--- config.mk ---
export PLATFORM = sky130hd
export DESIGN_NAME = qrs_sqrt
export DESIGN_NICKNAME = d
export VERILOG_FILES = /design/src/rtl/core/qrs_sqrt.sv
export SDC_FILE = /design/constraint.sdc
export NUM_CORES = 2
export LEC_CHECK = 0
export BUFFER_PORTS_ARGS = -buffer_cell sky130_fd_sc_hd__clkbuf_2
export CAP_MARGIN = 25
export CORE_MARGIN = 2
export CORE_UTILIZATION = 49
export CTS_CLUSTER_SIZE = 10
export DETAILED_ROUTE_END_ITERATION = 6
export HOLD_SLACK_MARGIN = 0.03
export PLACE_DENSITY = 0.6
export REMOVE_ABC_BUFFERS = 1
export SYNTH_ARGS = -nofsm -noshare
export SYNTH_HDL_FRONTEND = slang
export SYNTH_SLANG_ARGS = --single-unit
--- constraint.sdc ---
create_clock -name clk -period 9.2 [get_ports clk]
set_input_delay 1.84 -clock clk [delete_from_list [all_inputs] [get_ports clk]]
set_output_delay 1.84 -clock clk [all_outputs]
set_load 0.01 [all_outputs]
--- src/rtl/core/qrs_sqrt.sv ---
`timescale 1ns / 1ps

module qrs_sqrt #(
  parameter int SW   = 33,
  parameter int CTXW = 8
) (
  input  logic              clk,
  input  logic              rst,
  input  logic              adv,
  input  logic              in_v,
  input  logic [2*SW-1:0]   rad_in,
  input  logic [CTXW-1:0]   ctx_in,
  output logic              out_v,
  output logic [SW-1:0]     root,
  output logic [CTXW-1:0]   ctx_out
);

  localparam int RW = 2 * SW;

  logic            v   [SW+1];
  logic [RW-1:0]   rad [SW+1];
  logic [SW+1:0]   rem [SW+1];
  logic [SW-1:0]   rt  [SW+1];
  logic [CTXW-1:0] ctx [SW+1];

  always_comb begin
    v[0]   = in_v;
    rad[0] = rad_in;
    rem[0] = '0;
    rt[0]  = '0;
    ctx[0] = ctx_in;
  end

  // One root bit per stage, most significant first
  for (genvar k = 1; k <= SW; k++) begin : g_stage
    logic [SW+2:0] cat, trial;
    logic ge;

    always_comb begin
      cat   = {rem[k-1][SW:0], rad[k-1][RW-1:RW-2]};
      trial = (SW+3)'({rt[k-1], 2'b01});
      ge    = cat >= trial;
    end

    always_ff @(posedge clk) begin
      if (rst) begin
        v[k] <= 1'b0;
      end else if (adv) begin
        v[k] <= v[k-1];
      end
      if (adv) begin
        rad[k] <= {rad[k-1][RW-3:0], 2'b00};
        rem[k] <= ge ? (SW+2)'(cat - trial) : (SW+2)'(cat);
        rt[k]  <= {rt[k-1][SW-2:0], ge};
        ctx[k] <= ctx[k-1];
      end
    end
  end

  assign out_v   = v[SW];
  assign root    = rt[SW];
  assign ctx_out = ctx[SW];

endmodule

==> Yosys cells after proc, flatten, opt, wreduce, memory -nomap -nowiden <==
Index checks and enable logic that the tools add are counted.
{ "totals": {"reg_bits": 2971, "out_inout_bits": 42, "elab_cells": 261} }
{ "op_classes": {"add_sub_neg": 32, "n_lt_le_gt_ge": 33, "muxes": 32} }
{ "op_table": {"columns": ["op", "count"], "rows": [
  ["two-way mux 34 bit", 31],
  ["greater-or-equal comparator 36 x 10 -> 1 bit", 1],
  ["greater-or-equal comparator 36 x 11 -> 1 bit", 1],
  ["greater-or-equal comparator 36 x 12 -> 1 bit", 1],
  ["greater-or-equal comparator 36 x 13 -> 1 bit", 1],
  ["greater-or-equal comparator 36 x 14 -> 1 bit", 1],
  ["greater-or-equal comparator 36 x 15 -> 1 bit", 1],
  ["greater-or-equal comparator 36 x 16 -> 1 bit", 1],
  ["greater-or-equal comparator 36 x 17 -> 1 bit", 1],
  ["greater-or-equal comparator 36 x 18 -> 1 bit", 1],
  ["greater-or-equal comparator 36 x 19 -> 1 bit", 1],
  ["greater-or-equal comparator 36 x 20 -> 1 bit", 1],
  ["greater-or-equal comparator 36 x 21 -> 1 bit", 1],
  ["greater-or-equal comparator 36 x 22 -> 1 bit", 1],
  ["greater-or-equal comparator 36 x 23 -> 1 bit", 1],
  ["greater-or-equal comparator 36 x 24 -> 1 bit", 1],
  ["greater-or-equal comparator 36 x 25 -> 1 bit", 1],
  ["greater-or-equal comparator 36 x 26 -> 1 bit", 1],
  ["greater-or-equal comparator 36 x 27 -> 1 bit", 1],
  ["greater-or-equal comparator 36 x 28 -> 1 bit", 1],
  ["greater-or-equal comparator 36 x 29 -> 1 bit", 1],
  ["greater-or-equal comparator 36 x 3 -> 1 bit", 1],
  ["greater-or-equal comparator 36 x 30 -> 1 bit", 1],
  ["greater-or-equal comparator 36 x 31 -> 1 bit", 1],
  ["43 further kinds", 43]
]} }

==> Depth between registers and ports, before layout <==
{ "logic_depth": {"ltp_word": 2, "depth_mapped": 14} }

==> Least setup slack after synthesis <==
OpenSTA, ideal clock, no wires.
{ "synth_path": {"path_kind": "register to register", "startpoint": "register rem (netlist bit g_stage[23].cat[2])", "endpoint": "register rem (netlist bit g_stage[24].cat[25]) (data pin)", "setup_ns": 0.271, "arrival_time_ns": 3.147, "required_ns": 8.929, "slack_ns": 5.782, "stages_incl_launch_ff": 12, "path_buffers": 2, "period_less_slack_ns": 3.418, "path_cell_list": "edfxtp_1 > ha_1 > nor2b_1 > o31a_1 > o31ai_1 > a31oi_1 > o31a_1 > a221o_1 > a31oi_1 > buf_2 > buf_1 > o21ai_0"} }
{ "synth_between": {"elab_chain_len": 2, "elab_cells_between_ends": 3, "classes_between": "add/sub: 1; order compare: 1; mux: 1"} }
{ "synth_lines": {"columns": ["element", "line", "text"], "rows": [
  ["start, declared", "22", "logic [SW+1:0] rem [SW+1];"],
  ["start signal, assigned by index", "53", "rem[k] <= ge ? (SW+2)'(cat - trial) : (SW+2)'(cat);"],
  ["subtractor 34 x 24 -> 34 bit or greater-or-equal comparator 36 x 24 -> 1 bit (tied branches)", "53, 42", null],
  ["two-way mux 34 bit *", "53", null]
]} }
Every way passes the cells marked *; elsewhere a longest branch is shown, timed or not.
A chain may end at the register's enable or synchronous reset.

==> Final worst setup path <==
{ "layout_path": {"startpoint": "register rem (netlist bit g_stage[25].cat[5])", "endpoint": "register rem (netlist bit g_stage[26].cat[13]) (data pin)"} }
{ "layout_between": {"elab_chain_len": 2, "elab_cells_between_ends": 3, "classes_between": "add/sub: 1; order compare: 1; mux: 1"} }
{ "layout_lines": {"columns": ["element", "line", "text"], "rows": [
  ["greater-or-equal comparator 36 x 26 -> 1 bit", "42", "ge = cat >= trial;"],
  ["via g_stage[25].ge", "37", "logic ge;"],
  ["two-way mux 34 bit", "53", null]
]} }
The timed path passes the listed nets, and every way through them passes these cells.

==> flow_summary_export.csv <==
group,metric,value,unit
outcome,status,"finished, final reports clean",
clocking,cts-resized-gates,0,
setup_path,endpoint_kind,"register",
logic_synthesis,synth_top_area_cell,"edfxtp_1",
routing,drt_iter0_drc,6166,
clocking,clockBufferDepth,4,
logic_synthesis,synth_edf_count,2918,
layout,final_common_cell,"edfxtp_1",
setup_path,arrival,5.01,ns
layout,area_growth,11.0,%
setup_path,path_class,"reg -> reg",
routing,drc,0,
routing,wl_met3,11.5,mm
layout,mostFrequentLayoutCells,"edfxtp_1, inv_1, nand2_1",
grt,grt_pass1_vias,77000,
hold_path,hold_path_class,"reg -> reg",
setup_path,crit_path_start_kind,"register",
place,dp_hpwl,195,mm
clocking,cts_tree,"yes",
clocking,h-tree-depth,5,
routing,drt-pass1-iter-count,6,
power_and_ir_drop,leakage,55.9,nW
die,die_y,525,µm
power_and_ir_drop,ir_drop,154,µV
logic_synthesis,synth_cell_types,93,
logic_synthesis,yosysWarnings,0,
logic_synthesis,avgSynthCellArea,13.3,µm²
layout,finalInstanceArea,0.148,mm²
routing,m1WireLength,125,mm
sta,final-hold-violation-count,0,
setup_path,cp_data_required_time,9.88,ns
die,coreArea,0.270,mm²
grt,grt_max_degree,199,
die,die_area,0.276,mm²
grt,antenna_found_initial,1,
hold_path,min_path_cells,0,
sta,relSlewSlack,0.244,
place,numPortBuffers,119,
logic_synthesis,ys_seq_area_frac,0.664,
grt,overflow,0,
sta,rsz0062_at_grt,"no",
die,die_w,525,µm
sta,worstMarginPinSlew,1.13,ns
logic_synthesis,synth-seq-cells,2951,
sta,fmax,231,MHz
power_and_ir_drop,powerDensity,253,mW/mm²
clocking,cts_root_buffer,"clkbuf_16",
logic_synthesis,yosys-top-cells-area,"edfxtp_1, ha_1, xor2_1",
logic_synthesis,synth_ff_type,"edfxtp_1",
clocking,worst_skew_pair.late_latency,0.93,ns
clocking,clk_pin_slew,0.06,ns
routing,met2_length,131,mm
routing,wl,275,mm
routing,vias_per_cell,5.53,
run,maxCapViolations,0,
layout,drive_above_1_share,0.0701,
sta,fin_crit,4.33,ns
die,initial_core_util,0.492,
logic_synthesis,syn_inst,9988,
sta,slew_viol_final,0,
sta,finalCritPeriodShare,0.471,
layout,multi_input_area,0.0411,mm²
routing,ant_nets,0,
logic_synthesis,synthesis.area,0.133,mm²
routing,routedWlPerCell,19.6,µm
clocking,ctsHoldBuffers,0,
layout,fillers,22000,
sta,setup_tns,0,ns
grt,grt_pass1_wl,432,mm
routing,num_vias,77400,
place,place_area,0.138,mm²
die,fp-row-count,191,
layout,nNetsFinal,11000,
sta,clock_skew,0.0732,ns
clocking,cts_sinks,2951,
die,io_pins,120,
place,gp_congestion,0.920,
sta,setup_violations,0,
logic_synthesis,ys_async_sr_fraction,0,
setup_path,ff2ff_path_depth,10,
logic_synthesis,yosys.area.top_type_share,0.659,
grt,grt_use_total,0.197,
clocking,cts_setup_buffers,0,
clocking,numCtsBuffers,344,
setup_path,critPathMaxFanout,42,
layout,register_area,0.0883,mm²
routing,top_layer_used,"met4",
==> worst paths after layout <==
check	from	to	slack, ns
worst max-delay path	g_stage[25].cat[5]	g_stage[26].cat[13]	4.87
worst min-delay path	rad[1515]	g_stage[13].cat[1]	0.37
worst max register to register	g_stage[25].cat[5]	g_stage[26].cat[13]	4.87
worst min register to register	rad[1515]	g_stage[13].cat[1]	0.37
==> layout make-up <==
class                           count  area share
Timing Repair Buffer              197     0.00930
Antenna cell                        2   0.0000339
Tap cell                         3570      0.0303
Clock buffer                      394      0.0599
Multi-Input combinational cell   6057       0.278
Clock inverter                     56     0.00477
Inverter                          766      0.0195
Sequential cell                  2951       0.598
==> stage by stage <==
stage          hold WS, ns  total power [mW]   util  instances  setup WS (ns)
2_1_floorplan        0.400              23.2      -       9774           3.67
3_3_place_gp         0.400              25.6  0.511      13500           4.83
3_5_place_dp         0.405              25.7  0.511      13500           4.80
4_1_cts              0.359              37.8  0.546      14000           4.93
5_1_grt              0.360              39.4  0.546      14000           4.57
6_report             0.367              37.4  0.546      14000           4.87
==> state kept, by name, summed over array words and instances, names as in the netlist <==
name           flops
root              33
ctx              256
rad              992
ctx_out            8
g_stage.trial    528
v                 32
out_v              1
g_stage.cat     1101
==> metal layers <==
metal | up-vias | track usage
li1 | 37700 | -
met1 | 37800 | 0.271
met2 | 1545 | 0.324
met3 | 420 | 0.0292
met4 | 0 | 0.0567
met5 | - | 0
==> worst max-delay path: stages (launching register included) <==
cell and delay (ns):
edfxtp_1 0.39, ha_1 0.37, a21oi_1 0.29, nor3b_1 0.30, a211oi_1 0.18, o31ai_1 0.65, o21ai_1 0.34, a21oi_4 0.40
buf_4 0.44, inv_1 0.35, mux2_2 0.36
==> where the power goes <==
| part | internal (mW) | switching, mW | total (mW) |
|---|---|---|---|
| registers | 16.9 | 1.11 | 18.0 |
| clock network | 6.85 | 5.08 | 11.9 |
| logic | 3.04 | 4.38 | 7.42 |
==> cells in the mapped netlist (14+ instances only) <==
library cell and number:
o21bai_1 46, xnor2_1 400, nor4_1 129, o211ai_1 35, and3_1 54, or4_1 74, o41ai_1 15, or3_1 108
and2_1 23, or2_2 36, a21boi_0 26, nor3b_1 20, mux2i_1 47, a21oi_1 615, nand3b_1 38, ha_1 596
a31oi_1 57, inv_1 761, a31o_2 15, o21ai_0 549, nor3_1 236, nand2_1 721, a211oi_1 45, clkbuf_1 186
nor2_1 526, nand4_1 111, dfxtp_1 33, a21o_1 270, mux2_2 59, xor2_1 471, a211o_1 17, a2111oi_0 20
o21a_1 114, nand2b_1 104, and4_1 20, nand3_1 124, o31ai_1 66, nand4b_1 16, nor2b_1 77, o31a_1 14
edfxtp_1 2918
==> cell families after synthesis <==
family,count (synthesis),synth area share
adders and majority gates,596,0.0561
and+or+nand+nor,2461,0.0921
muxes,106,0.00853
AOI/OAI and AO/OA,2022,0.0939
other,1,0.0000282
xor gates and xnor gates,871,0.0574
buffers and inverters,980,0.0280
DFF,2951,0.664
Note: power is estimated with default switching activity, not from simulation.
